==> config.mk <==
export PLATFORM = sky130hd
export DESIGN_NAME = rgb_gray_ordered_dither
export DESIGN_NICKNAME = d
export VERILOG_FILES = /design/src/design/rgd_pkg.sv /design/src/design/rgd_core.sv /design/src/design/rgb_gray_ordered_dither.sv
export SDC_FILE = /design/constraint.sdc
export NUM_CORES = 1
export LEC_CHECK = 0
export BUFFER_PORTS_ARGS = -buffer_cell sky130_fd_sc_hd__buf_2
export CORE_ASPECT_RATIO = 0.7
export CORE_MARGIN = 5
export CORE_UTILIZATION = 50
export DETAILED_ROUTE_END_ITERATION = 7
export GPL_TIMING_DRIVEN = 0
export PLACE_DENSITY = 0.72
export SYNTH_ARGS = -nofsm -noshare
export SYNTH_HDL_FRONTEND = slang
export SYNTH_SLANG_ARGS = --single-unit
==> constraint.sdc <==
create_clock -name clk_i -period 11.3 [get_ports clk_i]
set_clock_uncertainty 0.05 [all_clocks]
set_input_delay 1.13 -clock clk_i [delete_from_list [all_inputs] [get_ports clk_i]]
set_output_delay 1.13 -clock clk_i [all_outputs]
set_load 0.01 [all_outputs]
==> src/design/rgd_pkg.sv <==
// ----------------------------------------------------------------------------
// rgd_pkg
// Shared types and constants of the RGB-to-gray ordered dither block: the
// configuration bundle, the mode codes, register indexes and the 8x8 Bayer
// threshold table.
// ----------------------------------------------------------------------------
package rgd_pkg;

  localparam logic [1:0] MODE_NBIT = 2'd0;
  localparam logic [1:0] MODE_TWO  = 2'd1;
  localparam logic [1:0] MODE_ONE  = 2'd2;

  localparam logic REG_DITHER_MODE    = 1'b0;
  localparam logic REG_BITS_PER_LEVEL = 1'b1;

  localparam logic [3:0] BITS_RESET = 4'd2;

  typedef struct packed {
    logic [1:0] dither_mode;
    logic [3:0] bits_per_level;
  } cfg_t;

  localparam logic [5:0] BAYER [64] = '{
    6'd0,  6'd32, 6'd12, 6'd44, 6'd2,  6'd34, 6'd14, 6'd46,
    6'd48, 6'd16, 6'd60, 6'd28, 6'd50, 6'd18, 6'd62, 6'd30,
    6'd8,  6'd40, 6'd4,  6'd36, 6'd10, 6'd42, 6'd6,  6'd38,
    6'd56, 6'd24, 6'd52, 6'd20, 6'd58, 6'd26, 6'd54, 6'd22,
    6'd3,  6'd35, 6'd15, 6'd47, 6'd1,  6'd33, 6'd13, 6'd45,
    6'd51, 6'd19, 6'd63, 6'd31, 6'd49, 6'd17, 6'd61, 6'd29,
    6'd11, 6'd43, 6'd7,  6'd39, 6'd9,  6'd41, 6'd5,  6'd37,
    6'd59, 6'd27, 6'd55, 6'd23, 6'd57, 6'd25, 6'd53, 6'd21
  };

  // Threshold offset (entry - 1) with the bias of 32 already taken off.
  function automatic logic signed [6:0] bayer_offset(input logic [2:0] row,
                                                     input logic [2:0] col);
    logic [5:0] entry;
    entry = BAYER[{row, col}];
    return $signed({1'b0, entry}) - 7'sd33;
  endfunction

endpackage

==> src/design/rgd_core.sv <==
// ----------------------------------------------------------------------------
// rgd_core
// Combinational gray conversion and ordered dither of one pixel.
// ----------------------------------------------------------------------------
module rgd_core (
  input  rgd_pkg::cfg_t cfg_i,
  input  logic [23:0]   pixel_rgb_i,
  input  logic [2:0]    col_phase_i,
  input  logic [2:0]    row_phase_i,
  output logic [7:0]    gray_level_o
);

  logic [7:0]         r, g, b;
  logic signed [6:0]  ofs;
  logic [3:0]         n;
  logic [2:0]         sh;
  logic [8:0]         white;
  logic [7:0]         mask;
  logic [9:0]         sum_w;
  logic [7:0]         gray_w;
  logic [15:0]        scaled;
  logic signed [15:0] v_w;
  logic signed [15:0] q_w;
  logic [7:0]         res_nbit;
  logic [9:0]         sum_e;
  logic [16:0]        prod_e;
  logic [7:0]         gray_e;
  logic signed [9:0]  v_e;
  logic               two;
  logic [7:0]         lo, hi;
  logic [1:0]         top;
  logic [1:0]         res_lvl;

  assign r   = pixel_rgb_i[23:16];
  assign g   = pixel_rgb_i[15:8];
  assign b   = pixel_rgb_i[7:0];
  assign ofs = rgd_pkg::bayer_offset(row_phase_i, col_phase_i);

  // N-bit path.
  always_comb begin
    if (cfg_i.bits_per_level < 4'd2) begin
      n = 4'd2;
    end else if (cfg_i.bits_per_level > 4'd8) begin
      n = 4'd8;
    end else begin
      n = cfg_i.bits_per_level;
    end
    sh     = 3'(n - 4'd2);
    white  = 9'((9'd1 << n) - 9'd1);
    mask   = 8'(8'hFF << (4'd8 - n));
    sum_w  = {2'b0, r} + {1'b0, g, 1'b0} + {2'b0, b};
    gray_w = sum_w[9:2];
    scaled = {8'b0, gray_w} << sh;
    v_w    = $signed(scaled) + {{9{ofs[6]}}, ofs};
    // Arithmetic shift gives the floor, as the rounding requires.
    q_w    = v_w >>> sh;
    if ({1'b0, gray_w} < white) begin
      res_nbit = 8'd0;
    end else if ({1'b0, gray_w} >= 9'd255 - white) begin
      res_nbit = mask;
    end else if (q_w < 16'sd0) begin
      res_nbit = 8'd0;
    end else if (q_w > 16'sd255) begin
      res_nbit = mask;
    end else begin
      res_nbit = q_w[7:0] & mask;
    end
  end

  // Two-level and one-bit path: gray is the sum times 85/256.
  always_comb begin
    two    = (cfg_i.dither_mode == rgd_pkg::MODE_TWO);
    lo     = two ? 8'd5 : 8'd16;
    hi     = two ? 8'd250 : 8'd240;
    top    = two ? 2'd3 : 2'd1;
    sum_e  = {2'b0, r} + {2'b0, g} + {2'b0, b};
    prod_e = {7'b0, sum_e} * 17'd85;
    gray_e = prod_e[15:8];
    v_e    = $signed({2'b0, gray_e}) + {{3{ofs[6]}}, ofs};
    if (gray_e < lo) begin
      res_lvl = 2'd0;
    end else if (gray_e >= hi) begin
      res_lvl = top;
    end else if (v_e < 10'sd5) begin
      res_lvl = 2'd0;
    end else if (v_e >= 10'sd250) begin
      res_lvl = top;
    end else if (two) begin
      res_lvl = v_e[7:6];
    end else begin
      res_lvl = {1'b0, v_e[7]};
    end
  end

  always_comb begin
    unique case (cfg_i.dither_mode)
      rgd_pkg::MODE_NBIT: gray_level_o = res_nbit;
      rgd_pkg::MODE_TWO,
      rgd_pkg::MODE_ONE:  gray_level_o = {6'b0, res_lvl};
      default:            gray_level_o = 8'd0;
    endcase
  end

endmodule

==> src/design/rgb_gray_ordered_dither.sv <==
// ----------------------------------------------------------------------------
// rgb_gray_ordered_dither
// Stream block that turns RGB pixels into dithered gray with an 8x8 Bayer
// matrix, configured over an APB-style register port.
// ----------------------------------------------------------------------------
// Each pixel word is captured in an input register, converted and dithered
// by a single pass of combinational logic, and held in an output register;
// a pixel therefore passes through the input and then the output register,
// and one pixel is taken in every cycle as long as the output side keeps up.
// The two registers form a small pipeline, so a new word is taken while a
// finished result still waits. Register 0 (address 0) selects the mode:
// N-bit gray in the top bits, a two-bit level, or a one-bit level; register 1
// (address 4) gives the number of gray bits for the N-bit mode. Registers
// should be changed only when no pixel is in flight.
module rgb_gray_ordered_dither (
  input  logic        clk_i,
  input  logic        rst_ni,
  // APB-style configuration port
  input  logic        psel,
  input  logic        penable,
  input  logic        pwrite,
  input  logic [2:0]  paddr,
  input  logic [31:0] pwdata,
  output logic [31:0] prdata,
  output logic        pready,
  // Pixel input
  input  logic        s_axis_tvalid,
  output logic        s_axis_tready,
  input  logic [31:0] s_axis_tdata,  // pixel_rgb[23:0], col_phase[26:24], row_phase[29:27]
  // Gray output
  output logic        m_axis_tvalid,
  input  logic        m_axis_tready,
  output logic [7:0]  m_axis_tdata   // gray_level[7:0]
);

  rgd_pkg::cfg_t cfg_q;
  logic          cfg_wr;

  logic          in_vld_q;
  logic [29:0]   in_data_q;
  logic          out_vld_q;
  logic [7:0]    out_data_q;
  logic          out_ready;
  logic [7:0]    gray_level;

  // Configuration registers.
  assign pready = 1'b1;
  assign cfg_wr = psel && penable && pwrite && pready;

  always_ff @(posedge clk_i or negedge rst_ni) begin
    if (!rst_ni) begin
      cfg_q.dither_mode    <= rgd_pkg::MODE_NBIT;
      cfg_q.bits_per_level <= rgd_pkg::BITS_RESET;
    end else if (cfg_wr) begin
      unique case (paddr[2])
        rgd_pkg::REG_DITHER_MODE:    cfg_q.dither_mode    <= pwdata[1:0];
        rgd_pkg::REG_BITS_PER_LEVEL: cfg_q.bits_per_level <= pwdata[3:0];
        default: ;
      endcase
    end
  end

  always_comb begin
    unique case (paddr[2])
      rgd_pkg::REG_DITHER_MODE:    prdata = {30'b0, cfg_q.dither_mode};
      rgd_pkg::REG_BITS_PER_LEVEL: prdata = {28'b0, cfg_q.bits_per_level};
      default:                     prdata = 32'b0;
    endcase
  end

  // Two-register pipeline: each stage moves when the next one is free.
  assign out_ready     = !out_vld_q || m_axis_tready;
  assign s_axis_tready = !in_vld_q || out_ready;

  always_ff @(posedge clk_i or negedge rst_ni) begin
    if (!rst_ni) begin
      in_vld_q  <= 1'b0;
      out_vld_q <= 1'b0;
    end else begin
      if (s_axis_tready) begin
        in_vld_q <= s_axis_tvalid;
      end
      if (out_ready) begin
        out_vld_q <= in_vld_q;
      end
    end
  end

  always_ff @(posedge clk_i) begin
    if (s_axis_tvalid && s_axis_tready) begin
      in_data_q <= s_axis_tdata[29:0];
    end
    if (in_vld_q && out_ready) begin
      out_data_q <= gray_level;
    end
  end

  rgd_core u_core (
    .cfg_i        (cfg_q),
    .pixel_rgb_i  (in_data_q[23:0]),
    .col_phase_i  (in_data_q[26:24]),
    .row_phase_i  (in_data_q[29:27]),
    .gray_level_o (gray_level)
  );

  assign m_axis_tvalid = out_vld_q;
  assign m_axis_tdata  = out_data_q;

  // An accepted word always occupies the input stage in the next cycle.
  a_in_load: assert property (@(posedge clk_i) disable iff (!rst_ni)
    s_axis_tvalid && s_axis_tready |=> in_vld_q)
    else $error("accepted word did not reach the input stage");

  // A word blocked in the input stage keeps its contents.
  a_in_hold: assert property (@(posedge clk_i) disable iff (!rst_ni)
    in_vld_q && !out_ready |=> in_vld_q && $stable(in_data_q))
    else $error("blocked input stage lost its word");

  // A word leaving the input stage shows up as a result.
  a_out_load: assert property (@(posedge clk_i) disable iff (!rst_ni)
    in_vld_q && out_ready |=> out_vld_q)
    else $error("input stage word did not reach the output register");

  // With the output register empty the block must take input.
  a_ready_empty: assert property (@(posedge clk_i) disable iff (!rst_ni)
    !m_axis_tvalid |-> s_axis_tready)
    else $error("input stalled while the output register is empty");

endmodule
Word-level counts from Yosys, hierarchy flattened
Memories as Yosys holds them, arrays and structs flattened.
Cells that the tools add are included.
Word-level totals
  register bits: 46
  bits in read-only memories: 384
  bits of input ports: 74
  output and inout port bits: 43
  word-level logic and storage cells: 69
  memories kept: 1
Memories
  (no name shown): depth 64, bits a word 6, rd ports 1, clocked after Yosys merged registers in 0, wr ports 0, line rgd_pkg.sv:38  | entry = BAYER[{row, col}];
Cells by class
  $add $sub $neg: 11
  multiply operators: 1
  order comparisons: 11
  equality and inequality tests: 2
  shift-type cells: 4
  muxes and demuxes: 18
  bitwise gates (word level): 3
  reductions and logical operators: 12
Operators by type and width (number)
  case mux 32 bit (2 select lines): 1
  2-to-1 mux 8 bit: 4
  adder 10 x 8 -> 10 bit: 2
  adder 16 bit: 1
  greater-than comparator 16 x 9 -> 1 bit (second input constant): 1
  less-than comparator 16 x 1 -> 1 bit (second input constant): 1
  multiplier 10 x 7 -> 16 bit (second input constant): 1
  case mux 8 bit (2 select lines): 1
  left shift 8 x 3 -> 16 bit: 1
  >>> shifter 16 x 3 -> 16 bit: 1
  2-to-1 mux 2 bit: 6
  2-to-1 mux 4 bit: 3
  2-to-1 mux 6 bit: 2
  adder 8 x 9 -> 10 bit: 1
  adder 9 x 7 -> 10 bit: 1
  >= comparator 10 x 9 -> 1 bit (second input constant): 1
  less-than comparator 10 x 4 -> 1 bit (second input constant): 1
  adder 8 x 8 -> 9 bit: 1
  >= comparator 8 x 9 -> 1 bit: 1
  less-than comparator 8 x 9 -> 1 bit: 1
  left shift 1 x 4 -> 9 bit (first input constant): 1
  subtractor 8 x 9 -> 9 bit (first input constant): 1
  subtractor 9 x 1 -> 9 bit (second input constant): 1
  AND 8 bit: 1
  other kinds (20): 26

Depth between registers and ports, before layout
Gate-level depths: netlist of the first run.
  depth after elaboration: 13
  gate-level depth with buffers: 36
  gate-level depth less buffers: 35

By module
Synthesis of the first run repeated with hierarchy kept, for this count alone.
Second synthesis, totals
  cell total of the unflattened synthesis: 793
  area total of the unflattened synthesis: 7034.2 um2
By module, submodules not included
  rgd_core: instances 1, cells an instance 698, area an instance 5301.3 um2, seq. area each 0.0 um2
  rgb_gray_ordered_dither: instances 1, cells an instance 95, area an instance 1732.9 um2, seq. area each 1342.5 um2

Least setup slack after synthesis of the first run
OpenSTA, ideal clock, no wires.
  kind: reg2reg
  start point: register in_data_q[8]
  end point: register out_data_q[1] (netlist: m_axis_tdata[1]) (data pin)
  setup time: 0.180 ns
  data arrival time: 6.540 ns
  required time: 11.070 ns
  setup slack: 4.530 ns
  cell stages (with the launch flop): 33
  clock period less this slack: 6.770 ns
  cells stage by stage: edfxtp_1 ha_1 inv_1 fa_1 inv_1 ha_1 a211oi_1 nor2_1 o21a_1 nor2_1 xnor2_1 ha_1 ha_1 xor2_1 ha_1 inv_1 fa_1 inv_1 ha_1 or4_1 o22ai_2 o21bai_1 a21oi_1 xor2_1 inv_1 ha_1 nand2_1 o21ai_0 o41ai_1 xor2_1 a21o_1 a211o_1 o41ai_2
Between the ends
  cells in the longest elaborated chain, start to end: 11
  elaborated cells between the ends (all ways): 28
  classes of those cells: add/sub (6); mul (1); order compare (8); shift (2); mux (10); bitwise (1)
Ends and longest elaborated chain
  start, declared: line rgb_gray_ordered_dither.sv:40  | logic [29:0] in_data_q;
  start signal, assigned: line rgb_gray_ordered_dither.sv:91  | in_data_q <= s_axis_tdata[29:0];
  branches (longest 10 deep; another with multiplier 10 x 7 -> 16 bit)
  case mux 8 bit (2 select lines) *: line rgd_core.sv:96  | unique case (cfg_i.dither_mode)
  via gray_level[1]: line rgb_gray_ordered_dither.sv:44  | logic [7:0] gray_level;
  end signal, assigned: line rgb_gray_ordered_dither.sv:94  | out_data_q <= gray_level;
  end, declared: line rgb_gray_ordered_dither.sv:42  | logic [7:0] out_data_q;
Mark *: on every way through the listed nets, which the timed path passes.
A chain may end at the register's enable or synchronous reset.

Final worst setup path of the first run
  start point: register in_data_q[8]
  end point: register out_data_q[0] (netlist: m_axis_tdata[0]) (data pin)
The elaborated chain is that of the path after synthesis.

==> impl_metrics.py, run 1 <==
metrics = {
    "outcome": {
        "status": "finished clean",
    },
    "hold_path": {
        "min-delay-path-class": "register to register",
    },
    "sta": {
        "worstMarginPinSlew_ns": 0.955,
        "rsz0062_at_grt": "no",
        "final-setup-viol-count": 0,
        "maxSlewHeadroom": 0.363,
        "finalCriticalPeriod_ns": 7.81,
        "finalCritPeriodShare": 0.691,
        "finalMaxSlewViolations": 0,
        "max_freq_ghz": 0.128,
        "hold_viol": 0,
        "setup_tns_ns": 0,
    },
    "grt": {
        "grt_pass1_vias": 5452,
        "grt_overflow": 0,
        "grt_use_total": 0.191,
        "grt_first_pass_wirelength_um": 27400,
        "grt_start_max_net_pins": 20,
        "antenna_found_initial": 0,
    },
    "logic_synthesis": {
        "async_flop_share": 0.174,
        "synth-xor-area-share": 0.0651,
        "synth_top_area_share": 0.216,
        "muxShareOfSynthArea": 0.0363,
        "synthTopCellsByArea": "ha_1 (22%), edfxtp_1 (16%), fa_1 (5.8%), inv_1 (4.6%), xnor2_1 (3.7%)",
        "yosys_warnings": 0,
        "ys.flop_type": "edfxtp_1",
        "synth_compound_area_frac": 0.202,
        "synth_top_family_by_area": "adder cells",
        "synthAdderAreaFrac": 0.274,
        "synth-simple-area-share": 0.146,
        "synth_most_common_cell": "ha_1",
        "synth_cells": 839,
        "synthTopCellsByCount": "ha_1 (125), inv_1 (89), nor2_1 (67), a21oi_1 (51), o21ai_0 (47)",
        "syn_area_mm2": 0.00725,
        "synth-seq-cells": 46,
        "synth_area_leader_cell": "ha_1",
        "ys_types": 80,
        "synth.avg_cell_area_um2": 8.64,
        "seq_area_frac_synth": 0.185,
        "synth-edff-count": 38,
    },
    "cts": {
        "cts_hold_buf": 0,
        "cts_buffer_depth": 2,
        "cts_sinks": 46,
        "clk_pin_slew_ns": 0.06,
        "cts-buffers-inserted": 5,
        "insertion_delay_ns": 0.30,
        "htree_levels": 2,
        "clockRootBuffer": "clkbuf_16",
        "cts-resized-gates": 0,
        "cts_tree": "done",
        "post_cts_buffers": 0,
    },
    "final_layout": {
        "area_growth_pct": 10.8,
        "num_antenna_cells": 0,
        "n_fill_cell": 1301,
        "drive_above_1_share": 0.141,
        "num-nets-final": 1149,
    },
    "setup_path": {
        "cp_max_fo": 5,
        "start_kind": "register",
        "slowest_stage": "fa_1",
        "critPathMaxStageDelay_ns": 0.54,
        "arrival_ns": 7.77,
        "crit_required_ns": 11.26,
        "end_kind": "register",
        "r2r_setup_slack_ns": 3.49,
        "criticalPathCategory": "register to register",
        "cp_common_cell": "ha_1",
    },
    "drt": {
        "wirelength_um": 16600,
        "detail_route.vias_per_cell": 5.43,
        "drt-initial-drc-count": 506,
        "wl_per_cell_um": 14.8,
        "vias": 6077,
        "ant_nets": 0,
        "drt_first_pass_iters": 5,
        "drcViolationCount": 0,
    },
    "floorplan": {
        "rows": 36,
        "die_area_mm2": 0.0170,
        "coreArea_mm2": 0.0141,
        "die_h_um": 111,
        "ioPinCount": 117,
        "die_w_um": 154,
        "initial_core_util": 0.516,
    },
    "placement": {
        "hpwl_um": 13900,
        "place_congestion": 0.902,
        "port_buffers": 55,
    },
    "job": {
        "cap_viol_max_count": 0,
    },
}
-- flip-flops by register name (all words and copies together) (netlist names) --
| register | cells |
|---|---|
| cfg_q | 6 |
| in_data_q | 30 |
| in_vld_q | 1 |
| m_axis_tdata | 8 |
| m_axis_tvalid | 1 |
-- metrics by stage --
stage / setup slack [ns] / instances / utilization / area, um^2 / hold WS (ns)
after floorplan: 4.53 / 866 / - / 7350 / 0.399
after global placement: 3.64 / 1111 / 0.559 / 7860 / 0.422
after detailed placement: 3.67 / 1112 / 0.562 / 7890 / 0.424
after CTS: 3.61 / 1120 / 0.571 / 8030 / 0.442
after global routing: 2.99 / 1120 / 0.571 / 8030 / 0.476
final: 3.49 / 1120 / 0.571 / 8030 / 0.441
-- path summary, 6_finish.rpt --
path / from / to / depth (start not counted)
setup / recovery: in_data_q[8] / m_axis_tdata[0] / 32
hold / removal: in_vld_q / m_axis_tvalid / 1
setup reg to reg: in_data_q[8] / m_axis_tdata[0] / 32
hold reg to reg: in_vld_q / m_axis_tvalid / 1
max in group asynchronous: rst_ni / cfg_q[1] / 1
min in group asynchronous: rst_ni / cfg_q[3] / 1
-- cell families (layout without fill, tap and decap cells) --
| group | after synthesis | in the layout |
|---|---|---|
| xor+xnor | 53 | 53 |
| compound gates | 207 | 207 |
| other cells | 2 | 29 |
| fa+ha+maj | 146 | 146 |
| flops | 46 | 46 |
| simple gates | 217 | 217 |
| buf+inv | 143 | 207 |
| mux | 25 | 25 |
-- per-layer routing --
layer,GRT usage,up-vias,share of wire
met3,0.0300,13,0.066
li1,-,3121,-
met4,0.0306,0,0.010
met2,0.268,177,0.40
met1,0.308,2766,0.52
met5,0,-,0
-- area by class of cell --
class,count,area (um^2),area share
multi-input cells,677,5350,0.667
flip-flops and latches,46,1340,0.167
inverters,92,345,0.0430
plain buffers,51,310,0.0386
repair buffers,56,303,0.0377
well taps,190,238,0.0296
clock buffers,6,129,0.0161
clock inverters,2,8.76,0.00109
-- cell usage in the layout (no fill, tap or decap), types with 7 or more instances in the layout --
cell / synthesis / layout
a211oi_1: 11 / 11
a21o_1: 18 / 18
a21oi_1: 51 / 50
a31oi_1: 9 / 9
and2_1: 9 / 9
and3_1: 8 / 8
buf_2: 5 / 60
buf_4: 30 / 30
clkbuf_1: 11 / 12
conb_1: 2 / 29
dfrtp_1: 7 / 7
edfxtp_1: 38 / 38
fa_1: 21 / 21
ha_1: 125 / 125
inv_1: 89 / 89
mux2_2: 10 / 10
mux2i_1: 15 / 15
nand2_1: 43 / 43
nand2b_1: 10 / 10
nand3_1: 13 / 13
nor2_1: 67 / 67
nor2b_1: 9 / 9
nor3_1: 26 / 26
o21ai_0: 47 / 47
o21bai_1: 9 / 9
or3_1: 7 / 7
xnor2_1: 31 / 31
xor2_1: 21 / 21
-- worst max-delay path, delay by kind of cell (launching register included) --
family,cells,cell delay [ns]
flip-flops,1,0.38
AND/OR/NAND/NOR,2,0.19
buffers and inverters,4,0.40
multiplexers,1,0.17
XOR/XNOR,2,0.46
adder cells (fa/ha/maj),9,3.03
AO/OA/AOI/OAI,14,2.85
Power of run 1 is left out: the tool's default activity adds up to more than one toggle a clock period on the data nets, which glitch-free logic cannot reach.
==> inputs of run 2 (changes only) <==
--- a/config.mk
+++ b/config.mk
@@ -5,13 +5,14 @@
 export SDC_FILE = /design/constraint.sdc
 export NUM_CORES = 1
 export LEC_CHECK = 0
+export ABC_AREA = 1
 export BUFFER_PORTS_ARGS = -buffer_cell sky130_fd_sc_hd__buf_2
 export CORE_ASPECT_RATIO = 0.7
 export CORE_MARGIN = 5
 export CORE_UTILIZATION = 50
 export DETAILED_ROUTE_END_ITERATION = 7
 export GPL_TIMING_DRIVEN = 0
-export PLACE_DENSITY = 0.72
+export PLACE_DENSITY = 0.75
 export SYNTH_ARGS = -nofsm -noshare
 export SYNTH_HDL_FRONTEND = slang
 export SYNTH_SLANG_ARGS = --single-unit
==> constraint.sdc (replaced) <==
create_clock -name clk_i -period 7.05 [get_ports clk_i]
set_clock_uncertainty 0.05 [all_clocks]
set_input_delay 0.705 -clock clk_i [delete_from_list [all_inputs] [get_ports clk_i]]
set_output_delay 0.705 -clock clk_i [all_outputs]
set_load 0.01 [all_outputs]
==> run 2 against run 1 <==
  * The run now ends with setup timing left
  * Maximum frequency increased by 9.7%
  * Sequential share of layout area decreased by 1.6 points
  * Critical path depth is 6 higher
  * Setup slack got worse by 3.6 ns
  * Hold slack got worse by 0.25 ns
  * Sequential cell count unchanged
  * Synthesized cell count up 20%
  * Utilization is 4.1 points higher
  * Count of clock-buffer cells in the layout down 1
==> impl_metrics.py, run 2 <==
metrics = {
    "floorplan": {
        "ioPinCount": 117,
        "initial_core_util": 0.504,
        "die_w_um": 154,
        "die_h_um": 111,
        "die_area_mm2": 0.0172,
        "rows": 37,
        "coreArea_mm2": 0.0145,
    },
    "final_layout": {
        "largest_reg_flops": 30,
        "area_growth_pct": 21.5,
        "drive_above_1_share": 0.205,
        "num_antenna_cells": 0,
        "final_cell_mix": "nand2_1 (199), inv_1 (175), ha_1 (98), nand3_1 (77), buf_2 (56)",
        "num-nets-final": 1337,
        "final_cells": 1313,
        "final_common_cell": "nand2_1",
        "largest_register": "in_data_q",
    },
    "sta": {
        "maxSlewHeadroom": 0.212,
        "final-setup-viol-count": 1,
        "finalMaxSlewViolations": 0,
        "setup_tns_ns": -0.0712,
        "worst_slack_ns": -0.0712,
        "hold_viol": 0,
        "finalCritPeriodShare": 1.01,
        "finalCriticalPeriod_ns": 7.12,
        "worstMarginPinSlew_ns": 1.18,
        "max_freq_ghz": 0.140,
    },
    "drt": {
        "wl_per_cell_um": 14.9,
        "wl_met2_um": 8430,
        "drt_first_pass_iters": 5,
        "drcViolationCount": 0,
        "ant_nets": 0,
        "wirelength_um": 19500,
        "detail_route.vias_per_cell": 5.23,
        "routed-wl-met3_um": 1410,
        "m1WireLength_um": 9350,
        "drt-initial-drc-count": 582,
        "highest_layer": "met4",
        "vias": 6865,
    },
    "logic_synthesis": {
        "synth_most_common_cell": "nand2_1",
        "synth-seq-cells": 46,
        "synth.avg_cell_area_um2": 7.25,
        "async_flop_share": 0.174,
        "synthTopCellsByArea": "ha_1 (21%), edfxtp_1 (16%), nand2_1 (11%), inv_1 (9.1%), fa_1 (5.8%)",
        "yosys_warnings": 0,
        "synth-edff-count": 38,
        "ys.flop_type": "edfxtp_1",
        "syn_area_mm2": 0.00730,
        "synthTopCellsByCount": "nand2_1 (214), inv_1 (178), ha_1 (125), nand3_1 (80), a21oi_1 (58)",
        "synth_cells": 1008,
        "synth_top_area_share": 0.214,
        "ys_types": 49,
        "synth_area_leader_cell": "ha_1",
        "seq_area_frac_synth": 0.184,
    },
    "grt": {
        "grt_overflow": 0,
        "grt_use_total": 0.202,
        "antenna_found_initial": 0,
        "grt_start_max_net_pins": 31,
        "grt_first_pass_wirelength_um": 29300,
        "grt_pass1_vias": 6163,
    },
    "setup_path": {
        "r2r_end": "m_axis_tdata[1]",
        "r2r_setup_slack_ns": -0.07,
        "critPathMaxStageDelay_ns": 0.50,
        "arrival_ns": 7.21,
        "slowest_stage": "fa_1",
        "crit-reg2reg-launch": "in_data_q[8]",
        "cp.depth": 38,
        "critPathBufInv": 5,
        "criticalPathCategory": "register to register",
        "end_kind": "register",
        "cp_max_fo": 5,
        "crit_start": "in_data_q[8]",
        "reg2reg_depth": 38,
        "endpoint": "m_axis_tdata[1]",
        "start_kind": "register",
        "cp_common_cell": "nand2_1",
        "crit_required_ns": 7.14,
        "crit_family": "adder cells",
    },
    "placement": {
        "hpwl_um": 14500,
        "port_buffers": 55,
        "place_congestion": 0.939,
        "dp_cells": 1285,
    },
    "outcome": {
        "failed_checks": "setup timing",
        "status": "finished, violations left",
    },
    "cts": {
        "cts_buffer_depth": 2,
        "htree_levels": 2,
        "insertion_delay_ns": 0.29,
        "cts_hold_buf": 0,
        "clockRootBuffer": "clkbuf_16",
        "cts_sinks": 46,
        "cts_tree": "done",
        "cts-buffers-inserted": 5,
        "clk_pin_slew_ns": 0.07,
    },
    "job": {
        "cap_viol_max_count": 0,
    },
    "hold_path": {
        "min-delay-path-class": "primary input to asynchronous set/reset pin",
    },
}
[run 2: changes by cell type in the layout (fill, tap and decap cells not counted), sizes merged, moves of 10 or more]
cell / before / now
a211oi: 11 / 0
a21o: 18 / 4
buf: 96 / 111
inv: 90 / 182
mux2: 10 / 0
mux2i: 15 / 5
nand2: 43 / 218
nand2b: 10 / 0
nand3: 13 / 80
nor3: 26 / 9
xnor2: 32 / 13
xor2: 21 / 36
[run 2: layout make-up]
| cell class | instances | area, um^2 |
|---|---|---|
| Multi-Input combinational cell | 766 | 5720 |
| Fill cell | 1201 | 5620 |
| Sequential cell | 46 | 1340 |
| Inverter | 182 | 683 |
| Timing Repair Buffer | 76 | 433 |
| Buffer | 40 | 275 |
| Tap cell | 195 | 244 |
| Clock buffer | 5 | 125 |
| Clock inverter | 3 | 48.8 |
[run 2: how the worst min path moves through the flow]
stage,start,endpoint,slack [ns],cells past startpoint
after floorplan,rst_ni,cfg_q[0],0.36,0
after global placement,in_vld_q,m_axis_tvalid,0.42,2
after detailed placement,in_vld_q,m_axis_tvalid,0.42,2
after CTS,rst_ni,in_vld_q,0.20,1
after global routing,rst_ni,m_axis_tvalid,0.19,1
final,rst_ni,cfg_q[2],0.19,1
[run 2: what timing repair did]
action | in CTS | in global routing
endpoints found under the setup margin | 2 | 2
setup buffers | 6 | 15
pin swaps | 6 | 44
gates resized for setup | 21 | 89
[run 2: metrics by stage]
step	hold slack [ns]	util	setup WS, ns	cell area, um^2
finish	0.188	0.612	-0.0712	8870
global placement	0.415	0.547	-0.349	7920
global route	0.194	0.612	-0.285	8870
floorplan	0.359	-	0.533	7400
detailed placement	0.415	0.547	-0.454	7930
CTS	0.197	0.568	0.0127	8230
[run 2: logic make-up (layout without fill, tap and decap cells)]
kind of cell    after synthesis  count (layout)  share of synthesized area
flops                        46              46                      0.184
xor+xnor                     49              49                     0.0598
simple gates                387             387                      0.225
other cells                   2              29                    0.00103
compound gates              150             150                      0.120
fa+ha+maj                   146             146                      0.272
buf+inv                     223             306                      0.132
mux                           5               5                    0.00685
[run 2: worst reg2reg max path: cells and delay by family (launching register included)]
| family | cells | cell delay, ns |
|---|---|---|
| AOI/OAI and AO/OA | 10 | 1.60 |
| xor gates and xnor gates | 5 | 1.02 |
| adders and majority gates | 9 | 2.81 |
| buffers and inverters | 5 | 0.35 |
| DFF | 1 | 0.39 |
| and+or+nand+nor | 9 | 0.74 |
[run 2: layer usage]
| metal | global-route usage | vias to the layer above |
|---|---|---|
| li1 | - | 3457 |
| met1 | 0.316 | 3109 |
| met2 | 0.303 | 265 |
| met3 | 0.0258 | 34 |
| met4 | 0.0259 | 0 |
| met5 | 0 | - |
Power of run 2 is left out for the same reason.
